===== src/sv/bhq_pkg.sv =====
// Shared types and constants for the binned histogram with quantile.
`default_nettype none
package bhq_pkg;

  typedef enum logic [1:0] {
    OP_ADD   = 2'd0,
    OP_QUANT = 2'd1,
    OP_READ  = 2'd2,
    OP_CLEAR = 2'd3
  } op_e;

  localparam int unsigned CFG_IDX_W = 3;
  localparam logic [CFG_IDX_W-1:0] CFG_RANGE_START = 3'd0;
  localparam logic [CFG_IDX_W-1:0] CFG_BIN_WIDTH   = 3'd1;
  localparam logic [CFG_IDX_W-1:0] CFG_BINS_IN_USE = 3'd2;
  localparam logic [CFG_IDX_W-1:0] CFG_CLAMP_BELOW = 3'd3;
  localparam logic [CFG_IDX_W-1:0] CFG_CLAMP_ABOVE = 3'd4;

  localparam int unsigned TOTAL_W = 40;
  localparam int unsigned THR_W   = 57;

  typedef struct packed {
    op_e                op;
    logic signed [31:0] sample;
    logic [16:0]        fraction;
    logic [7:0]         bin_select;
  } in_t;

  typedef struct packed {
    logic [8:0]         bin_index;
    logic [31:0]        bin_count;
    logic signed [47:0] bin_centre;
    logic               sample_counted;
    logic               not_reached;
    logic [39:0]        total_count;
  } out_t;

  // Classified request handed from the front to the back.
  typedef struct packed {
    op_e         op;
    logic        hit;
    logic [8:0]  idx;
    logic [16:0] fraction;
  } cmd_t;

  // Effective configuration: width never zero, bins clipped to the store.
  typedef struct packed {
    logic signed [31:0] start;
    logic [30:0]        width;
    logic [8:0]         nbins;
    logic               clamp_below;
    logic               clamp_above;
  } cfg_t;

endpackage
`default_nettype wire


===== src/sv/bhq_fifo.sv =====
// Two-entry request queue between front and back.
`default_nettype none
module bhq_fifo (
  input  wire logic          clk_i,
  input  wire logic          rst_ni,
  input  wire logic          push_i,
  input  wire bhq_pkg::cmd_t push_data_i,
  output logic               full_o,
  input  wire logic          pop_i,
  output bhq_pkg::cmd_t      pop_data_o,
  output logic               empty_o
);

  bhq_pkg::cmd_t mem_q [2];
  logic          wptr_q, rptr_q;
  logic [1:0]    cnt_q;

  assign full_o     = cnt_q == 2'd2;
  assign empty_o    = cnt_q == 2'd0;
  assign pop_data_o = mem_q[rptr_q];

  always_ff @(posedge clk_i or negedge rst_ni) begin
    if (!rst_ni) begin
      wptr_q <= 1'b0;
      rptr_q <= 1'b0;
      cnt_q  <= 2'd0;
    end else begin
      if (push_i) wptr_q <= ~wptr_q;
      if (pop_i) rptr_q <= ~rptr_q;
      cnt_q <= cnt_q + {1'b0, push_i} - {1'b0, pop_i};
    end
  end

  always_ff @(posedge clk_i) begin
    if (push_i) mem_q[wptr_q] <= push_data_i;
  end

endmodule
`default_nettype wire


===== config.mk =====
export PLATFORM = sky130hd
export DESIGN_NAME = bhq_fifo
export DESIGN_NICKNAME = d
export VERILOG_FILES = /design/src/sv/bhq_pkg.sv /design/src/sv/bhq_fifo.sv
export SDC_FILE = /design/constraint.sdc
export NUM_CORES = 1
export LEC_CHECK = 0
export BUFFER_PORTS_ARGS = -buffer_cell sky130_fd_sc_hd__clkbuf_2
export CAP_MARGIN = 10
export CORE_ASPECT_RATIO = 1.75
export CORE_MARGIN = 1
export CORE_UTILIZATION = 38
export CTS_CLUSTER_DIAMETER = 60
export DETAILED_ROUTE_END_ITERATION = 8
export PLACE_DENSITY_LB_ADDON = 0.08
export RECOVER_POWER = 25
export SLEW_MARGIN = 20
export SYNTH_ARGS = -nofsm -noshare
export SYNTH_HDL_FRONTEND = slang
export SYNTH_SLANG_ARGS = --single-unit

===== constraint.sdc =====
create_clock -name clk_i -period 2.3 [get_ports clk_i]
set_clock_uncertainty 0.1 [all_clocks]
set_input_delay 0.46 -clock clk_i [delete_from_list [all_inputs] [get_ports clk_i]]
set_output_delay 0.46 -clock clk_i [all_outputs]
set_load 0.01 [all_outputs]

==> out/metrics.cfg <==
[die]
die_x_um=62.2
coreArea_um2=6130
rows=38
pin_count=64
fp.dieH_um=107
start_util_pct=39.2
die_area_um2=6670

[global_routing]
grt_max_degree=23
track_usage_pct=12.7
antenna_found_initial=0
overflow=0
grt_pass1_vias=1301
grt_pass1_wl_mm=6.17

[flow_run]
drv_cap=0

[cts]
htree_levels=3
clockBufferDepth=2
cts_buffers=9
cts_num_sinks=62
cts-root-buf=clkbuf_8
clock_latency_ns=0.32
path_clk_slew_ns=0.06
cts_setup_buffers=0
tritoncts=built

[route]
drc=0
first_pass_iters=4
wirelength_mm=3.83
wire_per_inst_um=14.3
ant_nets=0
drt-vias-per-instance=4.42
first_iter_violations=36
vias=1180

[cells_and_area]
postLayoutCoreUtil_pct=49.4
insertedDiodeCount=0
final_nets=217
area.growth.synth_to_final_pct=25.8
layout-drive-gt1-share_pct=55.6

[synth]
synth_top_cell_by_area=edfxtp_1
synth_area_per_cell_um2=22.9
ys_top_cells_by_area=edfxtp_1 (72%), mux2_4 (18%), dfrtp_1 (4.2%)
synth.net_count=140
ys_types=11
synthesis.instances=105
ys_seq_area_share_pct=76.5
yosys_register_bits=62
syn_area_um2=2410
yosys_warnings=0
netlist.area_leader.share_pct=72.3

[hold_path]
hold_class=in2reg

[power_and_ir_drop]
p_total_w=0.00365
p_leak_nw=1.26
ir_drop_mv=0.659
power.density_nw_per_um2=1200

[setup_path]
cp-start-kind=register
cp.required_ns=1.74
crit_buf_inv=2
worstPathArrival_ns=1.46
crit_family=buffers and inverters
critical_path_peak_fanout=19
critical_path.endpoint_type=output port
worstSetupPathType=reg2out
slowest_delay_ns=0.35
critPathSlowestCell=dfrtp_2
crit_chain=buf_4, mux2_4, clkbuf_2

[sta]
worst_pin_slew_ns=0.441
maxSlewHeadroom_pct=70.6
max_freq_mhz=495
timing_hold_violations_final=0
hold_ws_ns=0.225
finalMaxSlewViolations=0
min_period_ns=2.02
min_period_over_period_pct=87.8
fin_setup_tns_ns=0
rsz0062_at_grt=false
setup_viol=0

[place]
place.gp.congestion=0.636
port-buffer-count=63
dp_hpwl_mm=2.71

[status]
status=completed

[cells by family after synthesis]
kind of cell,Yosys count,synth area share (%)
xor gates and xnor gates,3,1.72
and+or+nand+nor,4,0.935
DFF,62,76.5
muxes,29,18.1
buffers and inverters,5,1.72
adders and majority gates,2,1.04
[placed cells by master (no fill, tap or decap)]
master,count
edfxtp_1,58
clkbuf_2,55
mux2_4,29
clkbuf_8,9
clkbuf_1,9
buf_4,4
clkinv_2,3
dfrtp_1,3
inv_1,2
xor2_1,2
ha_1,2
clkinv_1,2
xor3_1,1
nor2_1,1
and2_1,1
nor2b_1,1
nor2b_4,1
bufinv_16,1
dlygate4sd3_1,1
buf_12,1
dfrtp_2,1
[sequential cells by signal, summed over array words and instances, names as in the netlist]
| signal | cells |
|---|---|
| mem_q | 58 |
| cnt_q | 2 |
| rptr_q | 1 |
| wptr_q | 1 |
[metal layers]
metal	global-route usage (%)	share of wire, %
met3	3.81	5.6
met5	0	0
met1	12.8	37
met4	7.48	2.0
met2	22.8	55
[power breakdown]
part	leakage (nW)	switching [W]	internal, W
logic	0.573	0.000561	0.000643
clock network	0.0949	0.000370	0.000487
registers	0.590	0.0000800	0.00151
[cells in the mapped netlist]
master and n:
xor3_1 1, and2_1 1, inv_1 2, dfrtp_1 4, xor2_1 2, buf_6 3, mux2_4 29, nor2b_1 2
nor2_1 1, ha_1 2, edfxtp_1 58
[per-stage QoR]
| step | instance area [um2] | instances | setup WS (ns) |
|---|---|---|---|
| after floorplan | 2410 | 105 | 0.00212 |
| after global placement | 2850 | 250 | 0.614 |
| after detailed placement | 2850 | 250 | 0.602 |
| after CTS | 3040 | 267 | 0.243 |
| after global routing | 3030 | 267 | 0.192 |
| final | 3030 | 267 | 0.281 |
[cell type report]
class                   instances  area, um2
clock buffers                  10        128
clock inverters                 6       52.6
fillers                       525       3110
inverters                       2       7.51
multi-input cells              38        532
flip-flops and latches         62       1840
well taps                      80        100
repair buffers                 69        365
[timing repair]
action / in CTS / in global routing
resized for setup: 0 / 0
hold buffers: 1 / 0
endpoints found under the setup margin: 0 / 0
endpoints found under the hold margin: 4 / 0
[worst paths after layout]
kind | cells after the start | start | to | slack [ns]
worst max register to register | 2 | wptr_q | mem_q[1][18] | 0.82
worst min register to register | 1 | wptr_q | wptr_q | 0.43
worst min-delay path | 1 | push_data_i[14] | mem_q[0][14] | 0.22
worst max-delay path | 3 | rptr_q | pop_data_o[2] | 0.28
min in group asynchronous | 2 | rst_ni | cnt_q[1] | 0.37
max in group asynchronous | 2 | rst_ni | rptr_q | 1.60
No activity file was read; power rests on OpenSTA's default activity.
