<file path="src/sv/bhq_pkg.sv">
// Shared types and constants for the binned histogram with quantile.
`default_nettype none
package bhq_pkg;

  typedef enum logic [1:0] {
    OP_ADD   = 2'd0,
    OP_QUANT = 2'd1,
    OP_READ  = 2'd2,
    OP_CLEAR = 2'd3
  } op_e;

  localparam int unsigned CFG_IDX_W = 3;
  localparam logic [CFG_IDX_W-1:0] CFG_RANGE_START = 3'd0;
  localparam logic [CFG_IDX_W-1:0] CFG_BIN_WIDTH   = 3'd1;
  localparam logic [CFG_IDX_W-1:0] CFG_BINS_IN_USE = 3'd2;
  localparam logic [CFG_IDX_W-1:0] CFG_CLAMP_BELOW = 3'd3;
  localparam logic [CFG_IDX_W-1:0] CFG_CLAMP_ABOVE = 3'd4;

  localparam int unsigned TOTAL_W = 40;
  localparam int unsigned THR_W   = 57;

  typedef struct packed {
    op_e                op;
    logic signed [31:0] sample;
    logic [16:0]        fraction;
    logic [7:0]         bin_select;
  } in_t;

  typedef struct packed {
    logic [8:0]         bin_index;
    logic [31:0]        bin_count;
    logic signed [47:0] bin_centre;
    logic               sample_counted;
    logic               not_reached;
    logic [39:0]        total_count;
  } out_t;

  // Classified request handed from the front to the back.
  typedef struct packed {
    op_e         op;
    logic        hit;
    logic [8:0]  idx;
    logic [16:0] fraction;
  } cmd_t;

  // Effective configuration: width never zero, bins clipped to the store.
  typedef struct packed {
    logic signed [31:0] start;
    logic [30:0]        width;
    logic [8:0]         nbins;
    logic               clamp_below;
    logic               clamp_above;
  } cfg_t;

endpackage
`default_nettype wire

</file>
<file path="src/sv/bhq_front.sv">
// Front end: accepts requests and works out the bin of each sample.
`default_nettype none
module bhq_front (
  input  wire logic         clk_i,
  input  wire logic         rst_ni,
  input  wire bhq_pkg::cfg_t cfg_i,
  input  wire logic         in_valid_i,
  output logic              in_ready_o,
  input  wire bhq_pkg::in_t in_i,
  output logic              push_o,
  output bhq_pkg::cmd_t     push_data_o,
  input  wire logic         full_i
);

  typedef enum logic [3:0] {
    F_IDLE = 4'b0001,
    F_CHK  = 4'b0010,
    F_DIV  = 4'b0100,
    F_PUSH = 4'b1000
  } fst_e;

  fst_e          st_q, st_d;
  logic [32:0]   d_q, d_d;
  logic [31:0]   rem_q, rem_d;
  logic [8:0]    quo_q, quo_d;
  logic [3:0]    k_q, k_d;
  bhq_pkg::cmd_t cmd_q, cmd_d;
  logic [39:0]   limit_q;
  logic [39:0]   trial;
  logic          acc;

  assign in_ready_o = (st_q == F_IDLE) && !full_i;
  assign acc        = in_valid_i && in_ready_o;
  assign trial      = {9'b0, cfg_i.width} << k_q;

  always_comb begin
    st_d        = st_q;
    d_d         = d_q;
    rem_d       = rem_q;
    quo_d       = quo_q;
    k_d         = k_q;
    cmd_d       = cmd_q;
    push_o      = 1'b0;
    push_data_o = cmd_q;
    case (st_q)
      F_IDLE: begin
        if (acc) begin
          cmd_d.op       = in_i.op;
          cmd_d.fraction = in_i.fraction;
          cmd_d.hit      = 1'b1;
          cmd_d.idx      = {1'b0, in_i.bin_select};
          if (in_i.op == bhq_pkg::OP_ADD) begin
            d_d  = {in_i.sample[31], in_i.sample} - {cfg_i.start[31], cfg_i.start};
            st_d = F_CHK;
          end else begin
            push_o      = 1'b1;
            push_data_o = cmd_d;
          end
        end
      end
      F_CHK: begin
        if (d_q[32]) begin
          cmd_d.hit = cfg_i.clamp_below;
          cmd_d.idx = '0;
          st_d      = F_PUSH;
        end else if ({8'b0, d_q[31:0]} >= limit_q) begin
          cmd_d.hit = cfg_i.clamp_above;
          cmd_d.idx = cfg_i.nbins - 9'd1;
          st_d      = F_PUSH;
        end else begin
          rem_d = d_q[31:0];
          quo_d = '0;
          k_d   = 4'd8;
          st_d  = F_DIV;
        end
      end
      F_DIV: begin
        if ({8'b0, rem_q} >= trial) begin
          rem_d       = rem_q - trial[31:0];
          quo_d[k_q]  = 1'b1;
        end
        if (k_q == 4'd0) begin
          st_d = F_PUSH;
        end else begin
          k_d = k_q - 4'd1;
        end
      end
      F_PUSH: begin
        if (!full_i) begin
          push_o = 1'b1;
          st_d   = F_IDLE;
        end
      end
      default: st_d = F_IDLE;
    endcase
    if (st_q == F_DIV && k_q == 4'd0) begin
      cmd_d.idx = quo_d;
    end
  end

  always_ff @(posedge clk_i or negedge rst_ni) begin
    if (!rst_ni) begin
      st_q <= F_IDLE;
    end else begin
      st_q <= st_d;
    end
  end

  always_ff @(posedge clk_i) begin
    d_q     <= d_d;
    rem_q   <= rem_d;
    quo_q   <= quo_d;
    k_q     <= k_d;
    cmd_q   <= cmd_d;
    limit_q <= {31'b0, cfg_i.nbins} * {9'b0, cfg_i.width};
  end

endmodule
`default_nettype wire

</file>
<file path="config.mk">
export PLATFORM = sky130hd
export DESIGN_NAME = bhq_front
export DESIGN_NICKNAME = d
export VERILOG_FILES = /design/src/sv/bhq_pkg.sv /design/src/sv/bhq_front.sv
export SDC_FILE = /design/constraint.sdc
export NUM_CORES = 1
export LEC_CHECK = 0
export BUFFER_PORTS_ARGS = -buffer_cell sky130_fd_sc_hd__buf_2
export CAP_MARGIN = 0
export CORE_MARGIN = 10
export CORE_UTILIZATION = 40
export DETAILED_ROUTE_END_ITERATION = 8
export GPL_TIMING_DRIVEN = 1
export PLACE_DENSITY = 0.66
export SLEW_MARGIN = 15
export SYNTH_ARGS = -nofsm -noshare
export SYNTH_HDL_FRONTEND = slang
export SYNTH_SLANG_ARGS = --single-unit
</file>
<file path="constraint.sdc">
create_clock -name clk_i -period 17.1 [get_ports clk_i]
set_clock_uncertainty 0.2 [all_clocks]
set_input_delay 2.565 -clock clk_i [delete_from_list [all_inputs] [get_ports clk_i]]
set_output_delay 2.565 -clock clk_i [all_outputs]
set_load 0.1 [all_outputs]
</file>
==> flow_summary.yaml, run 1 <==
outcome:
  outcome: "finished, final reports clean"
timing:
  maxSlewHeadroom_pct: 36.7
  final.min_clock_period_ns: 8.17
  finalHoldViolations: 0
  fin_setup_tns_ns: 0
  rsz0062_at_grt: "no"
  finalCritPeriodShare_pct: 47.8
  drv_slew: 0
  tightestPinTransition_ns: 0.943
  fmax_mhz: 122
  setup_ws_ns: 8.93
  finalSetupViolCount: 0
layout:
  mostFrequentLayoutCells: "inv_1, nand2_1, fa_1"
  area_growth_pct: 9.54
  drive_gt1_share_pct: 12.7
  num-fill-cells: 4485
  stdcell_count: 2882
  final_common_cell: "inv_1"
  postLayoutCoreUtil_pct: 44.5
  stdcell_area_mm2: 0.0213
  ff_latch_area_mm2: 0.00403
  final_nets: 2755
  multi_input_area_mm2: 0.0139
worst_hold_path:
  hp-class: "register to register"
  min_from: "quo_q[0]"
synth:
  synth.avg_cell_area_um2: 9.03
  ys_types: 72
  synth_nets: 2660
  yosys_warnings: 0
  ys_seq_area_share_pct: 20.7
  ys_seq_elements: 151
  synth_edf_count: 98
  syn_area_mm2: 0.0195
  synthTopCellsByArea: "fa_1, edfxtp_1, ha_1"
  synth_top_area_share_pct: 21.2
  synthCells: 2156
  synth_flop_cell: "edfxtp_1"
  yosysTopAreaCell: "fa_1"
  synth-async-reset-ratio_pct: 2.65
routing:
  wl_met1_um: 22200
  drc: 0
  wl_per_cell_um: 18.4
  top_layer_used: "met5"
  wl_met3_um: 4240
  drt_iter0_markers: 1073
  first_pass_iters: 7
  postRouteAntennaNets: 0
  dr_total_vias: 15600
  wl_um: 53000
  via_per_inst: 5.40
  met2_length_um: 25000
pwr:
  p_sw_share_pct: 47.6
  leakage_nw: 10.2
  vdd_drop_max_uv: 81.0
  power_density_mw_per_mm2: 122
  p_int_mw: 1.36
  clockPowerShare_pct: 14.0
  p_seq_share_pct: 19.3
  switchingPower_mw: 1.24
  combPwrFrac_pct: 66.7
floorplanning:
  num_io_pins: 168
  die-width_um: 241
  dieArea_mm2: 0.0579
  initial_core_util_pct: 40.6
  die_y_um: 241
  core.rowCount: 80
  coreArea_mm2: 0.0479
grt:
  grtUsageTotal_pct: 18.5
  grt_pass1_wl_um: 84600
  grt_start_max_net_pins: 74
  antenna_found_initial: 1
  grt-ovfl-total: 0
  grt_pass1_vias: 15800
place:
  post-place-ws_ns: 8.53
  postPlaceCellArea_mm2: 0.0208
  gp_congestion: 0.915
  place_inst: 2847
  post-dp-hpwl_um: 41900
  port_buffers: 167
clock_network:
  post_cts_buffers: 0
  ctsHoldBuffers: 0
  post_cts_resize_count: 0
  clkTransAtPathRegs_ns: 0.06
  ctsLongestPathBuffers: 2
  cts_made_buffers: 17
  clk_latency_ns: 0.47
  cts_tree: "built"
  htree_num_levels: 4
  clock_sinks: 151
  cts-root-buf: "clkbuf_16"
critical_path:
  end_kind: "register"
  worst_ep_required_time_ns: 17.30
  path_class: "input port to register"
  arrival_ns: 8.36
  r2r-start: "k_q[2]"
  crit_start: "cfg_i[4]"
  crit_path_start_kind: "input port"
  worst-path-max-fanout: 35
job:
  cap_violations: 0
[flip-flops by register name, indices dropped and copies added, names as in the netlist]
name     count
d_q         33
st_q         4
quo_q        9
rem_q       32
k_q          4
limit_q     40
cmd_q       29
[power by group through the flow]
| stage | clock network, mW | logic [mW] | registers (mW) |
|---|---|---|---|
| CTS | 0.373 | 1.74 | 0.503 |
| floorplan | 0 | 1.29 | 0.492 |
| finish | 0.363 | 1.73 | 0.502 |
| detailed placement | 0 | 1.72 | 0.511 |
| global placement | 0 | 1.69 | 0.510 |
| global route | 0.387 | 1.95 | 0.505 |
[final timing paths]
check | endpoint | slack [ns] | depth (start not counted)
hold reg to reg | quo_q[0] | 0.26 | 1
min in group asynchronous | st_q[1] | 1.70 | 1
setup / recovery | limit_q[36] | 8.93 | 19
max in group asynchronous | st_q[0] | 14.79 | 1
hold / removal | quo_q[0] | 0.26 | 1
setup reg to reg | rem_q[24] | 10.76 | 15
[critical path: stages]
cell,delay [ns]
buf_2,0.56
nand2_1,0.17
fa_1,0.58
inv_1,0.06
fa_1,0.50
inv_1,0.05
fa_1,0.47
fa_1,0.55
inv_1,0.04
ha_1,0.33
o21a_1,0.20
o31a_1,0.13
or4b_1,0.52
a31o_2,0.34
a211oi_2,0.36
o21ai_1,0.16
a21o_1,0.26
a311oi_1,0.34
xnor2_1,0.16
[layer usage]
layer	vias to the layer above	track usage (%)
met5	-	0
li1	7359	-
met2	559	30.4
met3	69	4.48
met1	7568	23.2
met4	2	6.48
[kinds of logic (layout without fill, tap and decap cells)]
kind of cell / after synthesis / in the layout / synth area share [%]
AND/OR/NAND/NOR: 642 / 642 / 16.7
XOR/XNOR: 95 / 95 / 4.27
multiplexers: 82 / 82 / 5.51
adder cells (fa/ha/maj): 367 / 367 / 31.5
other: 0 / 3 / 0
flip-flops: 151 / 151 / 20.7
buffers and inverters: 421 / 529 / 8.13
AO/OA/AOI/OAI: 398 / 398 / 13.1
[synth_stat cells, drive strengths merged, types with 16 or more instances]
| library cell | count |
|---|---|
| a211oi | 20 |
| a21o | 54 |
| a21oi | 108 |
| and2 | 179 |
| and3 | 19 |
| clkbuf | 90 |
| dfxtp | 49 |
| edfxtp | 98 |
| fa | 206 |
| ha | 161 |
| inv | 321 |
| mux2 | 41 |
| mux2i | 25 |
| mux4 | 16 |
| nand2 | 210 |
| nand2b | 17 |
| nand3 | 23 |
| nor2 | 88 |
| nor2b | 29 |
| nor3 | 18 |
| o21ai | 101 |
| xnor2 | 63 |
| xor2 | 32 |
[final cells by class]
cell class | instances | area share, %
clock inverters | 10 | 0.329
diodes | 3 | 0.0352
flip-flops and latches | 151 | 18.9
multi-input cells | 1584 | 65.1
well taps | 615 | 3.61
repair buffers | 175 | 4.20
clock buffers | 22 | 2.23
inverters | 322 | 5.67
[through the flow]
step           hold slack (ns)  power [mW]
6_report                 0.264        2.60
5_1_grt                  0.291        2.84
4_1_cts                  0.265        2.61
3_5_place_dp             0.251        2.23
3_3_place_gp             0.235        2.20
2_1_floorplan            0.226        1.78
Note: power is estimated with default switching activity, not from simulation.
==> inputs of run 2 (changes only) <==
- ABC_AREA: not set -> 1
- PLACE_DENSITY: 0.66 -> 0.68
- clock period: 17.1 -> 6.5 ns (I/O delays scaled with it)
==> run 2 against run 1 <==
Net effect: largest power group unchanged; synthesized cell count rose by 40%; non-clock buffer count rose by 8; critical path type unchanged; worst setup slack got worse by 8.3 ns; wire length rose by 21%.
==> flow_summary.yaml, run 2 <==
outcome:
  outcome: "finished, final reports clean"
critical_path:
  path_class: "input port to register"
  end_kind: "register"
  worst-path-max-fanout: 30
  crit_path_start_kind: "input port"
  crit_start: "cfg_i[6]"
  r2r-start: "k_q[3]"
  worst_ep_required_time_ns: 6.64
  arrival_ns: 5.98
clock_network:
  post_cts_buffers: 0
  cts-root-buf: "clkbuf_16"
  clkTransAtPathRegs_ns: 0.08
  cts_tree: "built"
  clock_sinks: 151
  htree_num_levels: 4
  post_cts_resize_count: 0
  cts_made_buffers: 17
  ctsHoldBuffers: 0
  clk_latency_ns: 0.44
  ctsLongestPathBuffers: 2
place:
  gp_congestion: 0.980
  port_buffers: 167
  postPlaceCellArea_mm2: 0.0225
  post-dp-hpwl_um: 52300
routing:
  drt_iter0_markers: 1906
  wl_per_cell_um: 16.8
  drc: 0
  via_per_inst: 5.09
  dr_total_vias: 19400
  wl_um: 64200
  postRouteAntennaNets: 0
  first_pass_iters: 6
layout:
  final_common_cell: "nand2_1"
  stdcell_area_mm2: 0.0231
  drive_gt1_share_pct: 7.72
  mostFrequentLayoutCells: "nand2_1, inv_1, fa_1"
  multi_input_area_mm2: 0.0141
  final_nets: 3612
  area_growth_pct: 9.34
  largestRegisters: "limit_q: 40 flops, d_q: 33 flops, rem_q: 32 flops"
  top_register: "limit_q"
  largest_reg_flops: 40
  ff_latch_area_mm2: 0.00403
  num-fill-cells: 5400
grt:
  grt_pass1_vias: 19100
  antenna_found_initial: 0
  grt_start_max_net_pins: 51
  grt_pass1_wl_um: 103000
  grt-ovfl-total: 0
  grtUsageTotal_pct: 20.5
timing:
  final.min_clock_period_ns: 5.84
  fin_setup_tns_ns: 0
  finalCritPeriodShare_pct: 89.9
  drv_slew: 0
  finalSetupViolCount: 0
  rsz0062_at_grt: "no"
  finalHoldViolations: 0
  maxSlewHeadroom_pct: 34.1
  fmax_mhz: 171
  tightestPinTransition_ns: 0.988
floorplanning:
  initial_core_util_pct: 40.3
  die_y_um: 250
  dieArea_mm2: 0.0624
  coreArea_mm2: 0.0524
  core.rowCount: 84
  die-width_um: 250
  num_io_pins: 168
synth:
  synth.avg_cell_area_um2: 7.01
  synth_edf_count: 98
  ys_seq_area_share_pct: 19.1
  syn_area_mm2: 0.0211
  ys_seq_elements: 151
  synthTopCellsByArea: "fa_1, nand2_1, edfxtp_1"
  synth_nets: 3517
  synthTopCellsByCount: "nand2_1, inv_1, fa_1"
  synth_flop_cell: "edfxtp_1"
  yosysTopAreaCell: "fa_1"
  yosys_warnings: 0
  ys_types: 56
  synthCells: 3013
  synth.most_common_cell: "nand2_1"
  synth_top_area_share_pct: 19.5
  synth-async-reset-ratio_pct: 2.65
pwr:
  vdd_drop_max_uv: 205
  power_density_mw_per_mm2: 349
  leakage_nw: 12.9
job:
  cap_violations: 0
worst_hold_path:
  hp-class: "input port to async pin"
## run 2: cell types whose count changed in the layout (fill, tap and decap cells not counted), moves of 34 or more
cell     change
nand2_1    +657
and2_1     -178
nand3_1    +106
a21o_1      -34
inv_1      +346
mux2_2      -41
nor2_1      +93
## run 2: layer usage
metal / track usage, % / part of all wire, % / vias to the layer above
li1: - / - / 9463
met1: 28.2 / 44 / 8977
met2: 32.2 / 44 / 860
met3: 3.55 / 9.3 / 104
met4: 5.96 / 3.0 / 0
met5: 0 / 0 / -
## run 2: area by class of cell
class / instances / share of cell area, %
clock inverters: 15 / 0.699
multi-input cells: 2084 / 61.2
well taps: 688 / 3.73
repair buffers: 183 / 4.14
clock buffers: 17 / 1.84
flip-flops and latches: 151 / 17.4
diodes: 3 / 0.0325
inverters: 671 / 10.9
## run 2: path summary, 6_finish.rpt
kind	to	slack (ns)	cells past startpoint
max reg2reg	rem_q[23]	1.53	15
max	limit_q[31]	0.66	20
min in group clk_i	quo_q[1]	0.26	2
min	st_q[3]	0.12	1
min reg2reg	quo_q[1]	0.26	2
max in group asynchronous	st_q[0]	5.77	1
## run 2: worst max-delay path, stage by stage
cell	delay (ns)
buf_2	0.55
buf_4	0.25
nand2_1	0.07
fa_1	0.50
fa_1	0.50
inv_1	0.06
fa_1	0.57
inv_1	0.07
fa_1	0.54
inv_1	0.05
ha_1	0.34
nand2_1	0.15
o21ai_1	0.21
a21oi_1	0.12
o21ai_1	0.35
nand2_1	0.09
nand2_1	0.13
nand3_1	0.09
nand2_1	0.10
xor2_1	0.26
## run 2: report_power, final
part	internal, mW	switching, mW	total, mW
Sequential	1.29	0.0817	1.37
Clock	0.545	0.484	1.03
Combinational	1.87	3.80	5.67
## run 2: cell families after synthesis
logic type	Yosys count	share of synthesized area [%]
AOI/OAI and AO/OA	357	9.57
adders and majority gates	367	29.1
muxes	10	0.474
xor gates and xnor gates	79	3.28
and+or+nand+nor	1271	24.5
buffers and inverters	778	14.0
DFF	151	19.1
## run 2: through the flow
step	worst slack [ns]	hold slack [ns]	std cells	power, mW	utilization [%]
after floorplan	1.01	0.216	3013	5.30	-
after global placement	0.303	0.228	3777	6.99	42.9
after detailed placement	0.265	0.241	3777	6.95	42.9
after CTS	0.698	0.108	3809	8.03	44.0
after global routing	0.348	0.113	3809	8.82	44.0
final	0.658	0.120	3812	8.07	44.0
